File: src/design/hsv2rgb_pkg.sv
// Shared constants for the HSV to RGB converter: scale factors, reciprocal
// constants for the constant divisions, hue sector codes and pipeline depth.
// No dependencies.
package hsv2rgb_pkg;

  localparam int unsigned SectorDegInt   = 60;
  localparam int unsigned FullScaleInt   = 255;
  localparam int unsigned SectorScaleInt = SectorDegInt * FullScaleInt;

  localparam logic [6:0]  SectorDeg   = 7'(SectorDegInt);
  localparam logic [7:0]  FullScale   = 8'(FullScaleInt);
  localparam logic [13:0] SectorScale = 14'(SectorScaleInt);

  // hue / 60 as (hue * RecipSector) >> SectorShift, exact for any 9-bit hue.
  localparam int unsigned SectorShift = 16;
  localparam logic [10:0] RecipSector =
    11'(((1 << SectorShift) + SectorDegInt - 1) / SectorDegInt);

  // x / 255 for x up to 255*255, and x / 15300 for x up to 255*15300,
  // as a multiplication by a rounded-up reciprocal and a shift.
  localparam int unsigned PShift = 24;
  localparam logic [16:0] RecipP =
    17'(((64'd1 << PShift) / 64'(FullScaleInt)) + 64'd1);
  localparam int unsigned QShift = 36;
  localparam logic [22:0] RecipQ =
    23'(((64'd1 << QShift) / 64'(SectorScaleInt)) + 64'd1);

  // Hue sector codes; any other code takes the last permutation.
  localparam logic [3:0] SectorRed     = 4'd0;
  localparam logic [3:0] SectorYellow  = 4'd1;
  localparam logic [3:0] SectorGreen   = 4'd2;
  localparam logic [3:0] SectorCyan    = 4'd3;
  localparam logic [3:0] SectorBlue    = 4'd4;

  // Edges from the accepting edge to the edge at which the result is taken.
  localparam int unsigned PipeDepth = 6;

endpackage

File: src/design/hsv_to_rgb_converter.sv
// HSV to RGB converter: a six-stage pipeline that turns one colour word per
// cycle into 8-bit red, green and blue. Depends on hsv2rgb_pkg.
//
// Usage.
// The input word (hue_degrees, saturation, brightness) is taken at a rising
// edge at which start is high and busy is low. The result word appears on
// red, green and blue for exactly one cycle, marked by done, and is taken at
// the edge that ends that cycle; the receiver cannot hold it off, so the
// pipeline never stalls.
// Throughput is one word every cycle while busy is low. A word passes
// through six register stages, each at most one multiplication deep: hue
// sector, remainder, the q and t numerators, the products with value, the
// reciprocal multiplications for the floored divisions by 255 and 15300,
// and the output register, which is loaded at the same edge as done.
// Reset is synchronous. It clears every valid bit, so no word in flight
// survives it, and busy is high for the cycle after each reset cycle.
// At all other times busy stays low.
// Zero saturation gives grey equal to value; hue codes above 359 take the
// last sector permutation.
module hsv_to_rgb_converter (
  input  logic       clk,
  input  logic       rst,
  input  logic       start,
  output logic       busy,
  input  logic [8:0] hue_degrees,
  input  logic [7:0] saturation,
  input  logic [7:0] brightness,
  output logic       done,
  output logic [7:0] red,
  output logic [7:0] green,
  output logic [7:0] blue
);

  logic        accept;
  logic [19:0] sector_prod;

  // Stage 1: hue sector.
  logic        s1_valid;
  logic [8:0]  s1_hue;
  logic [3:0]  s1_sector;
  logic [7:0]  s1_sat;
  logic [7:0]  s1_val;

  // Stage 2: remainder within the sector and 255 - s.
  logic        s2_valid;
  logic [5:0]  s2_rem;
  logic [3:0]  s2_sector;
  logic [7:0]  s2_sat;
  logic [7:0]  s2_val;
  logic [7:0]  s2_np;

  // Stage 3: numerators of the three terms.
  logic        s3_valid;
  logic [3:0]  s3_sector;
  logic        s3_grey;
  logic [7:0]  s3_val;
  logic [7:0]  s3_np;
  logic [13:0] s3_nq;
  logic [13:0] s3_nt;

  // Stage 4: numerators times value.
  logic        s4_valid;
  logic [3:0]  s4_sector;
  logic        s4_grey;
  logic [7:0]  s4_val;
  logic [15:0] s4_mp;
  logic [21:0] s4_mq;
  logic [21:0] s4_mt;

  // Stage 5: reciprocal products.
  logic        s5_valid;
  logic [3:0]  s5_sector;
  logic        s5_grey;
  logic [7:0]  s5_val;
  logic [32:0] s5_pp;
  logic [44:0] s5_pq;
  logic [44:0] s5_pt;

  logic [7:0]  term_p;
  logic [7:0]  term_q;
  logic [7:0]  term_t;
  logic [7:0]  red_next;
  logic [7:0]  green_next;
  logic [7:0]  blue_next;

  assign accept = start && !busy;

  // busy is a registered copy of rst: it is high in the cycle after each
  // reset cycle, and no word is taken while it is high.
  always_ff @(posedge clk) begin
    busy <= rst;
  end

  // Valid bits travel alongside the data and are the only reset state.
  always_ff @(posedge clk) begin
    if (rst) begin
      s1_valid <= 1'b0;
      s2_valid <= 1'b0;
      s3_valid <= 1'b0;
      s4_valid <= 1'b0;
      s5_valid <= 1'b0;
      done     <= 1'b0;
    end else begin
      s1_valid <= accept;
      s2_valid <= s1_valid;
      s3_valid <= s2_valid;
      s4_valid <= s3_valid;
      s5_valid <= s4_valid;
      done     <= s5_valid;
    end
  end

  // The sector is hue / 60, taken from the upper bits of a product with
  // the rounded reciprocal of 60.
  assign sector_prod = 20'(hue_degrees) * 20'(hsv2rgb_pkg::RecipSector);

  always_ff @(posedge clk) begin
    s1_hue    <= hue_degrees;
    s1_sector <= sector_prod[hsv2rgb_pkg::SectorShift +: 4];
    s1_sat    <= saturation;
    s1_val    <= brightness;
  end

  always_ff @(posedge clk) begin
    s2_rem    <= 6'(s1_hue - 9'(s1_sector) * 9'(hsv2rgb_pkg::SectorDeg));
    s2_sector <= s1_sector;
    s2_sat    <= s1_sat;
    s2_val    <= s1_val;
    s2_np     <= hsv2rgb_pkg::FullScale - s1_sat;
  end

  // q falls as the hue moves through the sector, t rises.
  always_ff @(posedge clk) begin
    s3_sector <= s2_sector;
    s3_grey   <= (s2_sat == 8'd0);
    s3_val    <= s2_val;
    s3_np     <= s2_np;
    s3_nq     <= hsv2rgb_pkg::SectorScale - 14'(s2_rem) * 14'(s2_sat);
    s3_nt     <= hsv2rgb_pkg::SectorScale
                 - 14'(hsv2rgb_pkg::SectorDeg - 7'(s2_rem)) * 14'(s2_sat);
  end

  always_ff @(posedge clk) begin
    s4_sector <= s3_sector;
    s4_grey   <= s3_grey;
    s4_val    <= s3_val;
    s4_mp     <= 16'(s3_val) * 16'(s3_np);
    s4_mq     <= 22'(s3_val) * 22'(s3_nq);
    s4_mt     <= 22'(s3_val) * 22'(s3_nt);
  end

  // The rounded-up reciprocals are close enough that the shifted products
  // equal the floored quotients over the whole range of the numerators.
  always_ff @(posedge clk) begin
    s5_sector <= s4_sector;
    s5_grey   <= s4_grey;
    s5_val    <= s4_val;
    s5_pp     <= 33'(s4_mp) * 33'(hsv2rgb_pkg::RecipP);
    s5_pq     <= 45'(s4_mq) * 45'(hsv2rgb_pkg::RecipQ);
    s5_pt     <= 45'(s4_mt) * 45'(hsv2rgb_pkg::RecipQ);
  end

  assign term_p = s5_pp[hsv2rgb_pkg::PShift +: 8];
  assign term_q = s5_pq[hsv2rgb_pkg::QShift +: 8];
  assign term_t = s5_pt[hsv2rgb_pkg::QShift +: 8];

  // Sector permutation; grey overrides it.
  always_comb begin
    if (s5_grey) begin
      red_next   = s5_val;
      green_next = s5_val;
      blue_next  = s5_val;
    end else begin
      case (s5_sector)
        hsv2rgb_pkg::SectorRed: begin
          red_next = s5_val; green_next = term_t; blue_next = term_p;
        end
        hsv2rgb_pkg::SectorYellow: begin
          red_next = term_q; green_next = s5_val; blue_next = term_p;
        end
        hsv2rgb_pkg::SectorGreen: begin
          red_next = term_p; green_next = s5_val; blue_next = term_t;
        end
        hsv2rgb_pkg::SectorCyan: begin
          red_next = term_p; green_next = term_q; blue_next = s5_val;
        end
        hsv2rgb_pkg::SectorBlue: begin
          red_next = term_t; green_next = term_p; blue_next = s5_val;
        end
        default: begin
          red_next = s5_val; green_next = term_p; blue_next = term_q;
        end
      endcase
    end
  end

  always_ff @(posedge clk) begin
    red   <= red_next;
    green <= green_next;
    blue  <= blue_next;
  end

endmodule

File: config.mk
export PLATFORM = sky130hd
export DESIGN_NAME = hsv_to_rgb_converter
export DESIGN_NICKNAME = d
export VERILOG_FILES = /design/src/design/hsv2rgb_pkg.sv /design/src/design/hsv_to_rgb_converter.sv
export SDC_FILE = /design/constraint.sdc
export NUM_CORES = 2
export LEC_CHECK = 0
export BUFFER_PORTS_ARGS = -buffer_cell sky130_fd_sc_hd__buf_4
export CAP_MARGIN = 20
export CORE_MARGIN = 4
export CORE_UTILIZATION = 45
export DETAILED_ROUTE_END_ITERATION = 8
export HOLD_SLACK_MARGIN = 0.12
export SYNTH_ARGS = -nofsm -noshare
export SYNTH_HDL_FRONTEND = slang
export SYNTH_SLANG_ARGS = --single-unit
File: constraint.sdc
create_clock -name clk -period 15.8 [get_ports clk]
set_input_delay 3.16 -clock clk [delete_from_list [all_inputs] [get_ports clk]]
set_output_delay 3.16 -clock clk [all_outputs]
set_load 0.01 [all_outputs]
==> reports/qor.txt <==
status = completed
post-route ant nets = 0
initial core utilization = 0.457
r2r worst-path depth = 21
Mapped Cells = 3263
Die Wd = 276 um
post-layout minimum cycle time = 6.35 ns
Hold Path Stages = 0
Cell Area, Synth = 32300 um^2
Via Count = 21200
hold buffer count at cts = 0
H-tree depth = 1
Synth cell types = 62
row cnt = 97
Critical Path Start Type = flop
post-cts sizing count = 0
syn_area_per_cell = 9.90 um^2
RePlAce Congestion = 0.854
Wirelength per Cell = 15.6 um
yosys warns = 0
final-stage net count = 4495
total CTS buffers = 31
Critical R2R Launch = s4_mt[13]
Synth Area in XOR/XNOR = 0.0290
share of the synthesized area in the top cell type = 0.291
GRT overflow = 0
Clock Latency Late Sink = 0.60 ns
total track usage = 0.183
Post-Place Worst Slack = 9.45 ns
CTS sink cnt = 248
slew margin rel. = 0.276
actual slew at the worst max-slew pin = 1.08 ns
post-synth top area cell = fa_1
hold slack = 0.325 ns
CP Max Fanout = 7
root buf cell = clkbuf_16
Async S/R FF share, synth = 0
Synth Area in Simple Gates = 0.105
# Post-CTS Setup Buffers = 0
Fill cells = 6710
clock slew at reported path FFs = 0.06 ns
initial antenna violation count = 2
Worst Hold Class = reg -> reg
Synth Area in Compound Gates = 0.0674
crit path from = s4_mt[13]
fin util = 0.493
R2R Setup Slk = 9.45 ns
sequential element share of the synthesized area = 0.154
detailed placement HPWL = 55900 um
clock tree buffer depth = 3
Max Slew Vio Count = 0
Synth Area in Adders = 0.561
Synth Flop Type = dfxtp_1
Setup-failing EPs final = 0
share of cells above drive strength 1 = 0.0415
Sum Neg Setup Slack = 0 ns
syn nets = 4457
RSZ-0062 raised after global routing = false
global-route wire length before repair = 114000 um
#FFs+latches synth = 248
max cap viols = 0
Multi-input gate area = 24600 um^2
Crit Path Class = reg -> reg
FF-to-FF End = s5_pt[43]
Worst Setup EP = s5_pt[43]
Final WS setup = 9.45 ns
arrival time of the worst setup path = 6.88 ns
vias in the first global route = 22300
largest net degree at the start of global routing = 45
DRT Pass-1 Iters = 5
largest family of logic cells by synthesized area = adder cells
EDFF count, synth = 0
Fmax achieved = 0.157 GHz
synth top area cells = fa_1, ha_1, dfxtp_1
# diodes = 0
CTS tree = done
via/cell ratio = 4.97
Die Ht = 276 um
Post-Route WL = 66600 um
DR DRC count = 0
CP endpoint kind = flop
sequential cell area = 4970 um^2
full die area = 76100 um^2
mux cell area share after synthesis = 0
Hold Fails Final Rpt = 0
Max Clock Skew = 0.0127 ns
num ports = 54
final period utilization = 0.402
core box area = 70600 um^2
Buffers on Ports = 53
Critical Path RT = 16.33 ns
violation count after the first detailed-route iteration = 825
Area Overhead vs Synth = 7.80%
==> flip-flops by register name (all words and copies together), names as in the netlist, 13 cells and up <==
register,cells
s4_mt,22
s3_nt,14
s3_nq,13
s4_mq,21
s4_mp,16
==> kinds of logic (layout without fill, tap and decap cells) <==
kind of cell / after synthesis / in the layout
buffers and inverters: 726 / 788
AO/OA/AOI/OAI: 338 / 338
adder cells (fa/ha/maj): 1166 / 1166
AND/OR/NAND/NOR: 678 / 678
XOR/XNOR: 107 / 107
flip-flops: 248 / 248
==> per-layer routing <==
metal	up-vias	GRT usage	part of all wire
met5	-	0	0
met4	0	0.0406	0.021
met3	70	0.0146	0.032
met2	301	0.309	0.47
met1	10300	0.259	0.48
li1	10500	-	-
==> worst min path at each step <==
stage                 to  startpoint
6_report       s5_val[4]   s4_val[4]
5_1_grt        s5_val[4]   s4_val[4]
4_1_cts        s5_val[5]   s4_val[5]
3_5_place_dp   s3_val[2]   s2_val[2]
3_3_place_gp   s3_val[3]   s2_val[3]
2_1_floorplan  s2_rem[0]   s1_hue[0]
==> synthesized netlist by cell type (all sizes together) (3+ instances only) <==
cell type	instances
a221oi	3
or3	6
xor2	30
nand3	29
a211o	5
a211oi	15
nor2	76
a31oi	4
nand2	256
a21o	31
dfxtp	248
a21boi	7
o31ai	6
nand2b	19
o2111ai	6
o211ai	5
or2	6
fa	470
o21ai	80
nor4	4
inv	667
a21oi	103
a41oi	4
clkbuf	59
a2111oi	3
xnor2	77
ha	696
a311oi	8
nor3	18
o41ai	3
and4	3
o21bai	16
nand4	13
and3	8
nor2b	28
o21a	7
and2	204
a22oi	16
==> cell type report <==
| class | instances | share of cell area |
|---|---|---|
| multi-input combinational | 2289 | 0.707 |
| tap | 940 | 0.0338 |
| clock inverter | 22 | 0.00665 |
| sequential | 248 | 0.143 |
| inverter | 667 | 0.0719 |
| timing repair buffer | 64 | 0.0144 |
| clock buffer | 35 | 0.0239 |
==> layout by cell type, fill, tap and decap left out, types with 5 or more instances in the layout <==
| master | netlist | final |
|---|---|---|
| a311oi_1 | 8 | 8 |
| nor2_1 | 76 | 76 |
| fa_1 | 470 | 470 |
| nand3_1 | 29 | 29 |
| clkbuf_16 | 0 | 31 |
| nand2b_1 | 19 | 19 |
| a21o_1 | 31 | 31 |
| o2111ai_1 | 6 | 6 |
| xor2_1 | 30 | 30 |
| nor3_1 | 18 | 18 |
| and3_1 | 8 | 8 |
| nor2b_1 | 28 | 28 |
| buf_4 | 0 | 63 |
| xnor2_1 | 77 | 77 |
| clkinv_2 | 0 | 5 |
| and2_1 | 204 | 204 |
| o21ai_0 | 78 | 78 |
| dfxtp_1 | 248 | 247 |
| inv_6 | 0 | 7 |
| a22oi_1 | 16 | 16 |
| ha_1 | 696 | 696 |
| a211oi_1 | 14 | 14 |
| o21bai_1 | 16 | 16 |
| nand4_1 | 13 | 13 |
| or2_2 | 6 | 6 |
| or3_1 | 5 | 5 |
| nand2_1 | 256 | 256 |
| o21a_1 | 7 | 7 |
| o31ai_1 | 6 | 6 |
| inv_1 | 667 | 667 |
| o211ai_1 | 5 | 5 |
| a211o_1 | 5 | 5 |
| a21oi_1 | 101 | 101 |
| a21boi_0 | 6 | 6 |
==> stage by stage <==
stage,instances,instance area [um^2]
detailed placement,4207,33700
floorplan,3263,32300
finish,4265,34800
global route,4265,34800
global placement,4207,33700
CTS,4264,34800
==> critical path, cell delays in order, from the launching register on <==
cell and delay [ns]:
dfxtp_1 0.57, ha_1 0.34, fa_1 0.53, inv_1 0.06
fa_1 0.52, inv_1 0.04, ha_1 0.26, inv_1 0.05
fa_1 0.52, inv_1 0.05, fa_1 0.49, fa_1 0.41
ha_1 0.29, and3_1 0.16, and4_1 0.23, nand4_1 0.09
o31ai_1 0.08, nor4b_1 0.86, nor3_1 0.11, a211o_1 0.33
a21oi_1 0.18, xnor2_1 0.13
Power is not shown: default switching activity piles up to over one toggle a cycle in this logic, so the estimate is an artifact.
